File: config.mk
export PLATFORM = sky130hd
export DESIGN_NAME = epoch_seconds_to_calendar_unit
export DESIGN_NICKNAME = d
export VERILOG_FILES = /design/src/rtl/esc_pkg.sv /design/src/rtl/epoch_seconds_to_calendar_unit.sv /design/src/rtl/esc_ctrl.sv /design/src/rtl/esc_dp.sv
export SDC_FILE = /design/constraint.sdc
export NUM_CORES = 1
export LEC_CHECK = 0
export BUFFER_PORTS_ARGS = -buffer_cell sky130_fd_sc_hd__buf_4
export CORE_ASPECT_RATIO = 0.6
export CORE_UTILIZATION = 30
export DETAILED_ROUTE_END_ITERATION = 10
export GPL_TIMING_DRIVEN = 0
export PLACE_DENSITY = 0.46
export SKIP_LAST_GASP = 1
export SLEW_MARGIN = 20
export SYNTH_ARGS = -nofsm -noshare
export SYNTH_HDL_FRONTEND = slang
export SYNTH_SLANG_ARGS = --single-unit
File: constraint.sdc
create_clock -name clk -period 6.4 [get_ports clk]
set_clock_uncertainty 0.2 [all_clocks]
set_input_delay 0.32 -clock clk [delete_from_list [all_inputs] [get_ports clk]]
set_output_delay 0.32 -clock clk [all_outputs]
set_load 0.05 [all_outputs]
File: src/rtl/esc_pkg.sv
// ----------------------------------------------------------------------------
// esc_pkg
// shared types, constants and helper functions for the epoch seconds to
// calendar converter
// ----------------------------------------------------------------------------
package esc_pkg;

    localparam int unsigned DAYS_W = 16;
    localparam int unsigned YEAR_W = 13;

    localparam logic [16:0] SECS_PER_DAY  = 17'd86400;
    localparam logic [11:0] SECS_PER_HOUR = 12'd3600;
    localparam logic [5:0]  SECS_PER_MIN  = 6'd60;

    // reciprocals rounded up: 2^35 / 675, 2^21 / 225, 2^14 / 15
    localparam logic [25:0] DAY_RECIP  = 26'd50903317;
    localparam logic [13:0] HOUR_RECIP = 14'd9321;
    localparam logic [10:0] MIN_RECIP  = 11'd1093;

    localparam logic [11:0] BASE_YEAR_RESET = 12'd2000;
    localparam logic [3:0]  LAST_MONTH      = 4'd11;
    localparam logic [3:0]  FEBRUARY        = 4'd1;

    typedef enum logic [3:0] {
        ST_IDLE,
        ST_DAY_QUO,
        ST_DAY_REM,
        ST_HOUR_QUO,
        ST_HOUR_REM,
        ST_MIN_QUO,
        ST_MIN_REM,
        ST_YEAR,
        ST_MONTH,
        ST_FINISH
    } state_t;

    typedef struct packed {
        logic load;
        logic day_quo;
        logic day_rem;
        logic hour_quo;
        logic hour_rem;
        logic min_quo;
        logic min_rem;
        logic year_step;
        logic month_step;
        logic out_load;
    } cmd_t;

    typedef struct packed {
        logic year_fit;
        logic month_fit;
    } status_t;

    function automatic logic [8:0] year_mod400(input logic [11:0] y);
        logic [11:0] v;
        v = y;
        if (v >= 12'd3200) v = v - 12'd3200;
        if (v >= 12'd1600) v = v - 12'd1600;
        if (v >= 12'd800)  v = v - 12'd800;
        if (v >= 12'd400)  v = v - 12'd400;
        return v[8:0];
    endfunction

    function automatic logic [6:0] year_mod100(input logic [8:0] y400);
        logic [8:0] v;
        v = y400;
        if (v >= 9'd200) v = v - 9'd200;
        if (v >= 9'd100) v = v - 9'd100;
        return v[6:0];
    endfunction

    function automatic logic [4:0] month_len(input logic [3:0] m, input logic leap);
        logic [4:0] d;
        unique case (m)
            FEBRUARY:                d = leap ? 5'd29 : 5'd28;
            4'd3, 4'd5, 4'd8, 4'd10: d = 5'd30;
            default:                 d = 5'd31;
        endcase
        return d;
    endfunction

endpackage

File: src/rtl/epoch_seconds_to_calendar_unit.sv
// ----------------------------------------------------------------------------
// epoch_seconds_to_calendar_unit
// converts a 32-bit seconds count since january 1 of base_year into a
// gregorian date and time of day
// ----------------------------------------------------------------------------
// One item is worked on at a time. After accept, the divisions by 86400, 3600
// and 60 each take a reciprocal multiply step and a remainder step. The year
// walk then steps past base_year by up to 136 whole years and the month walk
// by up to 11 whole months within the final year, one year or month per
// cycle, each walk with an exit step, and a last step loads the result once
// the output register is free. The next request is taken in the cycle after
// the result is loaded. A finished result waits in an output register, so
// the next request is taken while it is still stalled. base_year resets to
// 2000 and is written with cfg_write_en while the unit is idle; the user must
// keep to this, as the unit itself does not enforce it.
module epoch_seconds_to_calendar_unit (
    input  logic        clk,
    input  logic        rst_n,
    input  logic        cfg_write_en,
    input  logic [11:0] cfg_write_data,
    input  logic        in_valid,
    output logic        in_stall,
    input  logic [31:0] seconds_count,
    output logic        out_valid,
    input  logic        out_stall,
    output logic [11:0] year,
    output logic [3:0]  month,
    output logic [4:0]  day_of_month,
    output logic [4:0]  hour,
    output logic [5:0]  minute,
    output logic [5:0]  second
);
    import esc_pkg::*;

    cmd_t    cmd;
    status_t status;

    esc_ctrl u_ctrl (
        .clk       (clk),
        .rst_n     (rst_n),
        .in_valid  (in_valid),
        .in_stall  (in_stall),
        .out_valid (out_valid),
        .out_stall (out_stall),
        .status    (status),
        .cmd       (cmd)
    );

    esc_dp u_dp (
        .clk            (clk),
        .rst_n          (rst_n),
        .cfg_write_en   (cfg_write_en),
        .cfg_write_data (cfg_write_data),
        .seconds_count  (seconds_count),
        .cmd            (cmd),
        .status         (status),
        .year           (year),
        .month          (month),
        .day_of_month   (day_of_month),
        .hour           (hour),
        .minute         (minute),
        .second         (second)
    );

endmodule

File: src/rtl/esc_ctrl.sv
// ----------------------------------------------------------------------------
// esc_ctrl
// sequencer for the converter: runs the three divisions, the year walk and
// the month walk, and owns both handshakes
// ----------------------------------------------------------------------------
module esc_ctrl (
    input  logic            clk,
    input  logic            rst_n,
    input  logic            in_valid,
    output logic            in_stall,
    output logic            out_valid,
    input  logic            out_stall,
    input  esc_pkg::status_t status,
    output esc_pkg::cmd_t   cmd
);
    import esc_pkg::*;

    state_t state_reg, state_next;
    logic   out_valid_reg, out_valid_next;
    logic   slot_free;

    assign slot_free = !out_valid_reg || !out_stall;
    assign in_stall  = (state_reg != ST_IDLE);
    assign out_valid = out_valid_reg;

    always_ff @(posedge clk or negedge rst_n)
    begin
        if (!rst_n)
        begin
            state_reg     <= ST_IDLE;
            out_valid_reg <= 1'b0;
        end
        else
        begin
            state_reg     <= state_next;
            out_valid_reg <= out_valid_next;
        end
    end

    always_comb
    begin
        state_next = state_reg;
        unique case (state_reg)
            ST_IDLE:     if (in_valid) state_next = ST_DAY_QUO;
            ST_DAY_QUO:  state_next = ST_DAY_REM;
            ST_DAY_REM:  state_next = ST_HOUR_QUO;
            ST_HOUR_QUO: state_next = ST_HOUR_REM;
            ST_HOUR_REM: state_next = ST_MIN_QUO;
            ST_MIN_QUO:  state_next = ST_MIN_REM;
            ST_MIN_REM:  state_next = ST_YEAR;
            ST_YEAR:     if (!status.year_fit) state_next = ST_MONTH;
            ST_MONTH:    if (!status.month_fit) state_next = ST_FINISH;
            ST_FINISH:   if (slot_free) state_next = ST_IDLE;
            default:     state_next = ST_IDLE;
        endcase
    end

    always_comb
    begin
        cmd = '0;
        unique case (state_reg)
            ST_IDLE:
            begin
                cmd.load = in_valid;
            end
            ST_DAY_QUO:
            begin
                cmd.day_quo = 1'b1;
            end
            ST_DAY_REM:
            begin
                cmd.day_rem = 1'b1;
            end
            ST_HOUR_QUO:
            begin
                cmd.hour_quo = 1'b1;
            end
            ST_HOUR_REM:
            begin
                cmd.hour_rem = 1'b1;
            end
            ST_MIN_QUO:
            begin
                cmd.min_quo = 1'b1;
            end
            ST_MIN_REM:
            begin
                cmd.min_rem = 1'b1;
            end
            ST_YEAR:
            begin
                cmd.year_step = status.year_fit;
            end
            ST_MONTH:
            begin
                cmd.month_step = status.month_fit;
            end
            ST_FINISH:
            begin
                cmd.out_load = slot_free;
            end
            default:
            begin
                cmd = '0;
            end
        endcase
    end

    always_comb
    begin
        if (cmd.out_load)
            out_valid_next = 1'b1;
        else if (out_valid_reg && !out_stall)
            out_valid_next = 1'b0;
        else
            out_valid_next = out_valid_reg;
    end

endmodule

File: src/rtl/esc_dp.sv
// ----------------------------------------------------------------------------
// esc_dp
// datapath: base year register, reciprocal constant dividers, year and month
// walk registers and the result register
// ----------------------------------------------------------------------------
module esc_dp (
    input  logic            clk,
    input  logic            rst_n,
    input  logic            cfg_write_en,
    input  logic [11:0]     cfg_write_data,
    input  logic [31:0]     seconds_count,
    input  esc_pkg::cmd_t   cmd,
    output esc_pkg::status_t status,
    output logic [11:0]     year,
    output logic [3:0]      month,
    output logic [4:0]      day_of_month,
    output logic [4:0]      hour,
    output logic [5:0]      minute,
    output logic [5:0]      second
);
    import esc_pkg::*;

    logic [11:0]       base_year_reg;
    logic [31:0]       sec_reg;
    logic [16:0]       tod_reg;
    logic [11:0]       rest_reg;
    logic [50:0]       day_prod;
    logic [16:0]       day_mul_lo;
    logic [25:0]       hour_prod;
    logic [11:0]       hour_mul_lo;
    logic [19:0]       min_prod;
    logic [5:0]        min_mul_lo;

    logic [DAYS_W-1:0] days_reg, days_next;
    logic [YEAR_W-1:0] y_reg, y_next;
    logic [8:0]        y400_reg, y400_next;
    logic [6:0]        y100_reg, y100_next;
    logic [3:0]        m_reg, m_next;
    logic [4:0]        hour_reg;
    logic [5:0]        minute_reg;
    logic [5:0]        second_reg;
    logic              leap;
    logic [8:0]        year_len;
    logic [4:0]        cur_month_len;

    logic [11:0]       year_out_reg;
    logic [3:0]        month_out_reg;
    logic [4:0]        day_out_reg;
    logic [4:0]        hour_out_reg;
    logic [5:0]        minute_out_reg;
    logic [5:0]        second_out_reg;

    always_ff @(posedge clk or negedge rst_n)
    begin
        if (!rst_n)
            base_year_reg <= BASE_YEAR_RESET;
        else if (cfg_write_en)
            base_year_reg <= cfg_write_data;
    end

    // constant divisions by reciprocal multiply, one step a cycle
    assign day_prod    = {26'd0, sec_reg[31:7]} * {25'd0, DAY_RECIP};
    assign day_mul_lo  = {1'b0, days_reg} * SECS_PER_DAY;
    assign hour_prod   = {13'd0, tod_reg[16:4]} * {12'd0, HOUR_RECIP};
    assign hour_mul_lo = {7'd0, hour_reg} * SECS_PER_HOUR;
    assign min_prod    = {10'd0, rest_reg[11:2]} * {9'd0, MIN_RECIP};
    assign min_mul_lo  = minute_reg * SECS_PER_MIN;

    always_ff @(posedge clk)
    begin
        if (cmd.load)
            sec_reg <= seconds_count;
        if (cmd.day_rem)
            tod_reg <= sec_reg[16:0] - day_mul_lo;
        if (cmd.hour_quo)
            hour_reg <= hour_prod[25:21];
        if (cmd.hour_rem)
            rest_reg <= tod_reg[11:0] - hour_mul_lo;
        if (cmd.min_quo)
            minute_reg <= min_prod[19:14];
        if (cmd.min_rem)
            second_reg <= rest_reg[5:0] - min_mul_lo;
    end

    // calendar walk
    assign leap          = (y400_reg == 9'd0) || ((y100_reg != 7'd0) && (y_reg[1:0] == 2'd0));
    assign year_len      = leap ? 9'd366 : 9'd365;
    assign cur_month_len = month_len(m_reg, leap);

    always_comb
    begin
        days_next = days_reg;
        y_next    = y_reg;
        y400_next = y400_reg;
        y100_next = y100_reg;
        m_next    = m_reg;
        priority if (cmd.load)
        begin
            y_next    = {1'b0, base_year_reg};
            y400_next = year_mod400(base_year_reg);
            y100_next = year_mod100(year_mod400(base_year_reg));
            m_next    = '0;
        end
        else if (cmd.day_quo)
        begin
            days_next = day_prod[50:35];
        end
        else if (cmd.year_step)
        begin
            days_next = days_reg - DAYS_W'(year_len);
            y_next    = y_reg + YEAR_W'(1);
            y400_next = (y400_reg == 9'd399) ? 9'd0 : y400_reg + 9'd1;
            y100_next = (y100_reg == 7'd99) ? 7'd0 : y100_reg + 7'd1;
        end
        else if (cmd.month_step)
        begin
            days_next = days_reg - DAYS_W'(cur_month_len);
            m_next    = m_reg + 4'd1;
        end
    end

    always_ff @(posedge clk)
    begin
        days_reg <= days_next;
        y_reg    <= y_next;
        y400_reg <= y400_next;
        y100_reg <= y100_next;
        m_reg    <= m_next;
    end

    assign status.year_fit  = (days_reg >= DAYS_W'(year_len));
    assign status.month_fit = (m_reg < LAST_MONTH) && (days_reg >= DAYS_W'(cur_month_len));

    // result register
    always_ff @(posedge clk)
    begin
        if (cmd.out_load)
        begin
            year_out_reg   <= y_reg[11:0];
            month_out_reg  <= m_reg + 4'd1;
            day_out_reg    <= days_reg[4:0] + 5'd1;
            hour_out_reg   <= hour_reg;
            minute_out_reg <= minute_reg;
            second_out_reg <= second_reg;
        end
    end

    assign year         = year_out_reg;
    assign month        = month_out_reg;
    assign day_of_month = day_out_reg;
    assign hour         = hour_out_reg;
    assign minute       = minute_out_reg;
    assign second       = second_out_reg;

endmodule

; Yosys cells after proc, flatten, opt, wreduce, memory -nomap -nowiden
; Index checks and enable logic that the tools add are counted.
[word_totals]
register_bits = 182
latch_bits = 0
mem_bits_rw = 0
rom_bits = 0
output_inout_bits = 40
mem_count = 0
[op_classes]
addsub = 16
n_mul = 6
div = 0
order_cmp = 9
n_eq_ne = 21
shift = 0
muxes = 45
n_bitwise = 3
n_reduce_logical = 21
[ops]
columns = op, count
row1 = 12-bit 2-to-1 mux, 9
row2 = 9-bit 2-to-1 mux, 8
row3 = 25-bit by 26-bit multiplier with 51-bit output (second input constant), 1
row4 = 16-bit 2-to-1 mux, 3
row5 = 4-bit one-hot mux with 10 select lines, 1
row6 = 7-bit 2-to-1 mux, 5
row7 = 13-bit by 14-bit multiplier with 26-bit output (second input constant), 1
row8 = 4-bit by 3-bit equality test with 1-bit output (second input constant), 5
row9 = 10-bit by 11-bit multiplier with 20-bit output (second input constant), 1
row10 = 17-bit subtractor, 1
row11 = 4-bit equality test (second input constant), 4
row12 = 16-bit by 5-bit >= comparator with 1-bit output, 1
row13 = 16-bit by 9-bit >= comparator with 1-bit output, 1
row14 = 16-bit by 10-bit multiplier with 10-bit output (second input constant), 1
row15 = 4-bit 2-to-1 mux, 4
row16 = 16-bit by 5-bit subtractor with 16-bit output, 1
row17 = 16-bit by 9-bit subtractor with 16-bit output, 1
row18 = 13-bit by 1-bit adder with 13-bit output (second input constant), 1
row19 = 1-bit 2-to-1 mux, 13
row20 = 4-bit by 2-bit equality test with 1-bit output (second input constant), 3
row21 = 12-bit by 10-bit >= comparator with 1-bit output (second input constant), 1
row22 = 12-bit by 11-bit >= comparator with 1-bit output (second input constant), 1
row23 = 12-bit >= comparator (second input constant), 1
row24 = 12-bit by 9-bit >= comparator with 1-bit output (second input constant), 1
row25 = other kinds (39), 52

; Depth between registers and ports, before layout
[depth]
depth_word = 18
ltp_mapped = 27

; Cells and area by module
; Synthesis repeated with hierarchy kept, for this count alone.
[unflattened]
cells_unflattened = 2042
area_unflattened_um2 = 22195.0
[by_module_without_submodules]
columns = mod, instances, cells_per_inst, area_each_um2
row1 = esc_dp, 1, 2000, 21834.7
row2 = esc_ctrl, 1, 42, 360.3

; Worst setup path before layout
; No wires, ideal clock.
[synth_path]
path_type = register to register
start = reg u_dp.sec_reg[19]
end = reg u_dp.days_reg[5] (data pin)
arrival_time_ns = 6.485
slack_ns = -0.555
stages_incl_launch_ff = 26
path_cell_list = edfxtp_1 -> fa_1 -> ha_1 -> inv_1 -> fa_1 -> inv_1 -> fa_1 -> inv_1 -> fa_1 -> inv_1 -> fa_1 -> fa_1 -> ha_1 -> a21o_1 -> a21o_1 -> a21oi_1 -> a211oi_1 -> a221oi_1 -> o21ai_0 -> and2_1 -> or3_1 -> a21oi_1 -> o21ai_0 -> a31oi_1 -> xor2_1 -> a21oi_1
[synth_via]
elab_chain_len = 2
[synth_rtl]
columns = item, line
row1 = "start, declared", esc_dp.sv:24  ; logic [31:0] sec_reg;
row2 = "start signal, assigned", esc_dp.sv:72  ; sec_reg <= seconds_count;
row3 = 25-bit by 26-bit multiplier with 51-bit output, esc_dp.sv:62  ; assign day_prod = {26'd0, sec_reg[31:7]} * {25'd0, DAY_RECIP};
row4 = 16-bit 2-to-1 mux, esc_dp.sv:104  ; else if (cmd.day_quo)
row5 = "end signal, assigned", esc_dp.sv:124  ; days_reg <= days_next;
row6 = "end, declared", esc_dp.sv:34  ; logic [DAYS_W-1:0] days_reg, days_next;
; Every way passes these cells.
; A chain may end at the register's enable or synchronous reset.

; Worst setup path after layout
[layout_path]
start = reg u_dp.sec_reg[11]
end = reg u_dp.days_reg[4] (data pin)
; Same word-level chain as after synthesis.

==> impl_metrics.prom <==
# TYPE chip_impl_metric gauge
chip_impl_metric{name="post_synth.cell_area_avg",unit="um^2"} 10.9
chip_impl_metric{name="post_synthesis_net_count",unit=""} 2798
chip_impl_metric{name="detail-route-antenna-nets",unit=""} 0
chip_impl_metric{name="clk_latency_worst_skew_pair",unit="ns"} 0.51
chip_impl_info{name="crit_path_cell_trace",value="buf_12, buf_4, ha_1, fa_2, ha_1, inv_1, fa_1, inv_1, fa_1, fa_1, fa_1, ha_1, a21o_1, a211oi_1, nand3_2, a221oi_2, o21ai_2, and2_1, or3_4, a21oi_4, o21ai_4, a21oi_2, xor2_1, a21oi_1"} 1
chip_impl_metric{name="critical_path_cell_count",unit=""} 24
chip_impl_metric{name="synth-warning-count",unit=""} 0
chip_impl_metric{name="synth.yosys.seq_area_share",unit=""} 0.240
chip_impl_info{name="combinational_family_with_the_most_area_after_synthesis",value="adder cells"} 1
chip_impl_metric{name="yosysUniqueCellTypes",unit=""} 91
chip_impl_metric{name="first_pass_iters",unit=""} 5
chip_impl_metric{name="syn-cell-area",unit="um^2"} 22200
chip_impl_metric{name="number_of_inserted_filler_cells_in_the_final_layout",unit=""} 7303
chip_impl_metric{name="fin_crit_sh",unit=""} 1.10
chip_impl_info{name="cts-root-buf",value="sky130_fd_sc_hd__clkbuf_16"} 1
chip_impl_metric{name="dieHeight",unit="um"} 213
chip_impl_metric{name="hold_viol_final",unit=""} 0
chip_impl_metric{name="synth-simple-area-share",unit=""} 0.0663
chip_impl_metric{name="crit_path_max_fanout",unit=""} 4
chip_impl_metric{name="max_slew_violation_count",unit=""} 0
chip_impl_metric{name="ff2ff_setup_slack",unit="ns"} -0.66
chip_impl_info{name="timing.hold.worst_endpoint",value="u_dp.base_year_reg[3]"} 1
chip_impl_info{name="critPathLaunchType",value="flop"} 1
chip_impl_metric{name="slew-limit-headroom",unit=""} 0.318
chip_impl_metric{name="post_synth_adder_cell_area",unit=""} 0.474
chip_impl_metric{name="grt_antenna_before_repair",unit=""} 0
chip_impl_metric{name="finish.net_count",unit=""} 3020
chip_impl_metric{name="dieWidth",unit="um"} 353
chip_impl_metric{name="floorplan.core_area",unit="um^2"} 72500
chip_impl_metric{name="dpl.hpwl",unit="um"} 46300
chip_impl_metric{name="ff2ff_path_depth",unit=""} 24
chip_impl_info{name="path_common_cell",value="sky130_fd_sc_hd__fa_1"} 1
chip_impl_metric{name="synth_seq_cells",unit=""} 181
chip_impl_info{name="cts_tree",value="done"} 1
chip_impl_metric{name="post-route-drc-count",unit=""} 0
chip_impl_metric{name="placementRows",unit=""} 76
chip_impl_info{name="min-delay-start",value="cfg_write_en"} 1
chip_impl_metric{name="setup_viol",unit=""} 15
chip_impl_info{name="end_of_the_worst_register_to_register_path",value="u_dp.days_reg[4]"} 1
chip_impl_metric{name="area_growth",unit="%"} 17.4
chip_impl_metric{name="critical-path-max-stage-delay",unit="ns"} 0.59
chip_impl_metric{name="worst_path_bufs_invs",unit=""} 4
chip_impl_info{name="synth_ff_type",value="sky130_fd_sc_hd__edfxtp_1"} 1
chip_impl_metric{name="dieArea",unit="um^2"} 75100
chip_impl_metric{name="dr_total_vias",unit=""} 15010
chip_impl_metric{name="routedWlPerCell",unit="um"} 17.4
chip_impl_metric{name="clk_pin_slew",unit="ns"} 0.08
chip_impl_info{name="ws_path_type",value="flop to flop"} 1
chip_impl_metric{name="synth_mux_area_frac",unit=""} 0.00817
chip_impl_metric{name="tightestPinTransition",unit="ns"} 1.02
chip_impl_info{name="violated_checks",value="negative setup slack"} 1
chip_impl_metric{name="grt_pass1_vias",unit=""} 15830
chip_impl_metric{name="synthArstFlopShare",unit=""} 0.0939
chip_impl_info{name="critical_path.slowest_cell",value="sky130_fd_sc_hd__fa_2"} 1
chip_impl_metric{name="initial_core_util",unit=""} 0.306
chip_impl_metric{name="cts_buffers",unit=""} 17
chip_impl_metric{name="routed_wl",unit="um"} 56600
chip_impl_metric{name="clock-sinks",unit=""} 181
chip_impl_metric{name="groute.usage.overall",unit=""} 0.159
chip_impl_info{name="crit-reg2reg-launch",value="u_dp.sec_reg[11]"} 1
chip_impl_metric{name="overflow",unit=""} 0
chip_impl_metric{name="worst_hold_stages",unit=""} 3
chip_impl_info{name="grt_setup_unrepaired",value="yes"} 1
chip_impl_metric{name="number_of_enable_type_register_cells_in_the_synthesized_netlist",unit=""} 160
chip_impl_metric{name="period_needed",unit="ns"} 7.06
chip_impl_metric{name="max_freq",unit="MHz"} 142
chip_impl_info{name="cp_delay_by_family_top",value="adder cells"} 1
chip_impl_metric{name="gp_routability_congestion",unit=""} 0.857
chip_impl_metric{name="io_pins",unit=""} 89
chip_impl_metric{name="port-buffer-count",unit=""} 87
chip_impl_metric{name="fin_ws",unit="ns"} -0.664
chip_impl_info{name="layout.cells.most_common",value="sky130_fd_sc_hd__ha_1"} 1
chip_impl_metric{name="grt_start_max_net_pins",unit=""} 29
chip_impl_info{name="worst_hold_path_type",value="input port to flop"} 1
chip_impl_metric{name="fin_setup_tns",unit="ns"} -6.34
chip_impl_metric{name="synth_xor_xnor_area_share",unit=""} 0.0489
chip_impl_info{name="status",value="finished with violations"} 1
chip_impl_metric{name="final_layout_size_suffix_gt1_frac",unit=""} 0.122
chip_impl_metric{name="drt-initial-drc-count",unit=""} 804
chip_impl_metric{name="htree_levels",unit=""} 4
chip_impl_metric{name="crit_path_arrival_time",unit="ns"} 7.11
chip_impl_metric{name="synth_compound_gate_area_share",unit=""} 0.0849
chip_impl_info{name="end_kind",value="flop"} 1
chip_impl_metric{name="ctsLongestPathBuffers",unit=""} 2
chip_impl_metric{name="grt_pass1_wl",unit="um"} 90500
chip_impl_metric{name="vias_per_cell",unit=""} 4.61
chip_impl_metric{name="netlist_instances",unit=""} 2044
chip_impl_metric{name="timing.critical_path.required",unit="ns"} 6.44
chip_impl_info{name="final_cell_mix",value="sky130_fd_sc_hd__ha_1, sky130_fd_sc_hd__inv_1, sky130_fd_sc_hd__fa_1, sky130_fd_sc_hd__edfxtp_1, sky130_fd_sc_hd__buf_4"} 1
chip_impl_metric{name="largest_register_ff_count",unit=""} 32
chip_impl_metric{name="drv_cap",unit=""} 0
==> cell families (layout without fill, tap and decap cells) <==
| kind of cell | count (synthesis) | count (layout) |
|---|---|---|
| other | 0 | 1 |
| and+or+nand+nor | 289 | 289 |
| buffers and inverters | 448 | 683 |
| xor gates and xnor gates | 124 | 124 |
| DFF | 181 | 181 |
| adders and majority gates | 705 | 705 |
| muxes | 16 | 16 |
| AOI/OAI and AO/OA | 281 | 281 |
==> metrics by stage <==
step                      instances  hold WS [ns]  instance area (um^2)  worst slack [ns]   util
final                          3255        0.0609                 26100            -0.664  0.360
after detailed placement       3113       0.00218                 24300             -1.41  0.335
after floorplan                2044        -0.176                 22200            -0.202      -
after CTS                      3253       0.00518                 26000            -0.644  0.359
after global routing           3254        0.0690                 26100            -0.926  0.360
after global placement         3106       0.00511                 24100             -1.37  0.333
==> synth_stat cells, types with 4 or more instances <==
master / count / share of area
sky130_fd_sc_hd__and4_1: 5 / 0.0020
sky130_fd_sc_hd__and2_1: 4 / 0.0011
sky130_fd_sc_hd__nor2b_1: 8 / 0.0023
sky130_fd_sc_hd__a211oi_1: 19 / 0.0064
sky130_fd_sc_hd__nor4_1: 10 / 0.0028
sky130_fd_sc_hd__nand3b_1: 4 / 0.0014
sky130_fd_sc_hd__nand4_1: 9 / 0.0025
sky130_fd_sc_hd__o22ai_1: 6 / 0.0017
sky130_fd_sc_hd__nor2_1: 71 / 0.012
sky130_fd_sc_hd__dfstp_2: 6 / 0.0071
sky130_fd_sc_hd__or3_1: 5 / 0.0014
sky130_fd_sc_hd__ha_1: 477 / 0.27
sky130_fd_sc_hd__xnor2_1: 80 / 0.032
sky130_fd_sc_hd__edfxtp_1: 160 / 0.22
sky130_fd_sc_hd__nand3_1: 28 / 0.0063
sky130_fd_sc_hd__nand2_1: 75 / 0.013
sky130_fd_sc_hd__mux2_2: 7 / 0.0036
sky130_fd_sc_hd__a21o_1: 31 / 0.010
sky130_fd_sc_hd__dfxtp_1: 4 / 0.0036
sky130_fd_sc_hd__inv_1: 419 / 0.071
sky130_fd_sc_hd__a31oi_1: 8 / 0.0023
sky130_fd_sc_hd__a21oi_1: 71 / 0.016
sky130_fd_sc_hd__o21bai_1: 11 / 0.0037
sky130_fd_sc_hd__o21a_1: 8 / 0.0027
sky130_fd_sc_hd__fa_1: 228 / 0.21
sky130_fd_sc_hd__mux2i_1: 8 / 0.0036
sky130_fd_sc_hd__and3_1: 10 / 0.0028
sky130_fd_sc_hd__xor2_1: 44 / 0.017
sky130_fd_sc_hd__o21ai_0: 65 / 0.015
sky130_fd_sc_hd__buf_6: 4 / 0.0020
sky130_fd_sc_hd__dfrtp_1: 11 / 0.012
sky130_fd_sc_hd__nor3_1: 23 / 0.0052
sky130_fd_sc_hd__nand2b_1: 14 / 0.0039
sky130_fd_sc_hd__clkbuf_1: 19 / 0.0032
==> final cells by class <==
cell class | count | area [um^2] | area share
multi-input combinational | 1415 | 15400 | 0.592
sequential | 181 | 5320 | 0.204
timing repair buffer | 204 | 1770 | 0.0680
inverter | 419 | 1570 | 0.0604
tap | 975 | 1220 | 0.0468
clock buffer | 18 | 429 | 0.0165
clock inverter | 14 | 181 | 0.00696
buffer | 28 | 148 | 0.00567
antenna | 1 | 2.50 | 0.0000960
==> worst reg2reg max path: stages, from the launching register on <==
cell,delay [ns]
sky130_fd_sc_hd__edfxtp_1,0.42
sky130_fd_sc_hd__buf_12,0.17
sky130_fd_sc_hd__buf_4,0.17
sky130_fd_sc_hd__ha_1,0.24
sky130_fd_sc_hd__fa_2,0.59
sky130_fd_sc_hd__ha_1,0.25
sky130_fd_sc_hd__inv_1,0.09
sky130_fd_sc_hd__fa_1,0.41
sky130_fd_sc_hd__inv_1,0.07
sky130_fd_sc_hd__fa_1,0.45
sky130_fd_sc_hd__fa_1,0.54
sky130_fd_sc_hd__fa_1,0.49
sky130_fd_sc_hd__ha_1,0.34
sky130_fd_sc_hd__a21o_1,0.19
sky130_fd_sc_hd__a211oi_1,0.30
sky130_fd_sc_hd__nand3_2,0.15
sky130_fd_sc_hd__a221oi_2,0.30
sky130_fd_sc_hd__o21ai_2,0.14
sky130_fd_sc_hd__and2_1,0.18
sky130_fd_sc_hd__or3_4,0.38
sky130_fd_sc_hd__a21oi_4,0.21
sky130_fd_sc_hd__o21ai_4,0.09
sky130_fd_sc_hd__a21oi_2,0.14
sky130_fd_sc_hd__xor2_1,0.19
sky130_fd_sc_hd__a21oi_1,0.09
==> worst max-delay path by stage <==
stage,startpoint,endpoint,slack (ns)
final,u_dp.sec_reg[11],u_dp.days_reg[4],-0.66
after global routing,u_dp.sec_reg[17],u_dp.days_reg[5],-0.93
after CTS,u_dp.sec_reg[17],u_dp.days_reg[5],-0.64
after detailed placement,u_dp.sec_reg[12],u_dp.days_reg[4],-1.41
after global placement,u_dp.sec_reg[12],u_dp.days_reg[4],-1.37
after floorplan,u_dp.sec_reg[19],u_dp.days_reg[5],-0.20
==> per-layer routing <==
layer / up-vias / global-route usage / share of wire
met5: - / 0 / 0
met4: 0 / 0.0390 / 0.014
met3: 39 / 0.0441 / 0.060
met2: 264 / 0.209 / 0.37
met1: 7341 / 0.249 / 0.56
li1: 7366 / - / -
==> timing repair <==
| item | 4_1_cts | 5_1_grt |
|---|---|---|
| setup buffers | 59 | 2 |
| hold buffers | 49 | 0 |
| resized for setup | 22 | 9 |
| pin swaps | 6 | 6 |
| gates cloned | 0 | 0 |
| hold endpoints to repair | 71 | 0 |
| setup endpoints to repair | 21 | 21 |
Power is left out: the tool's default activity adds up to more than one toggle a clock period on the data nets, which glitch-free logic cannot reach.
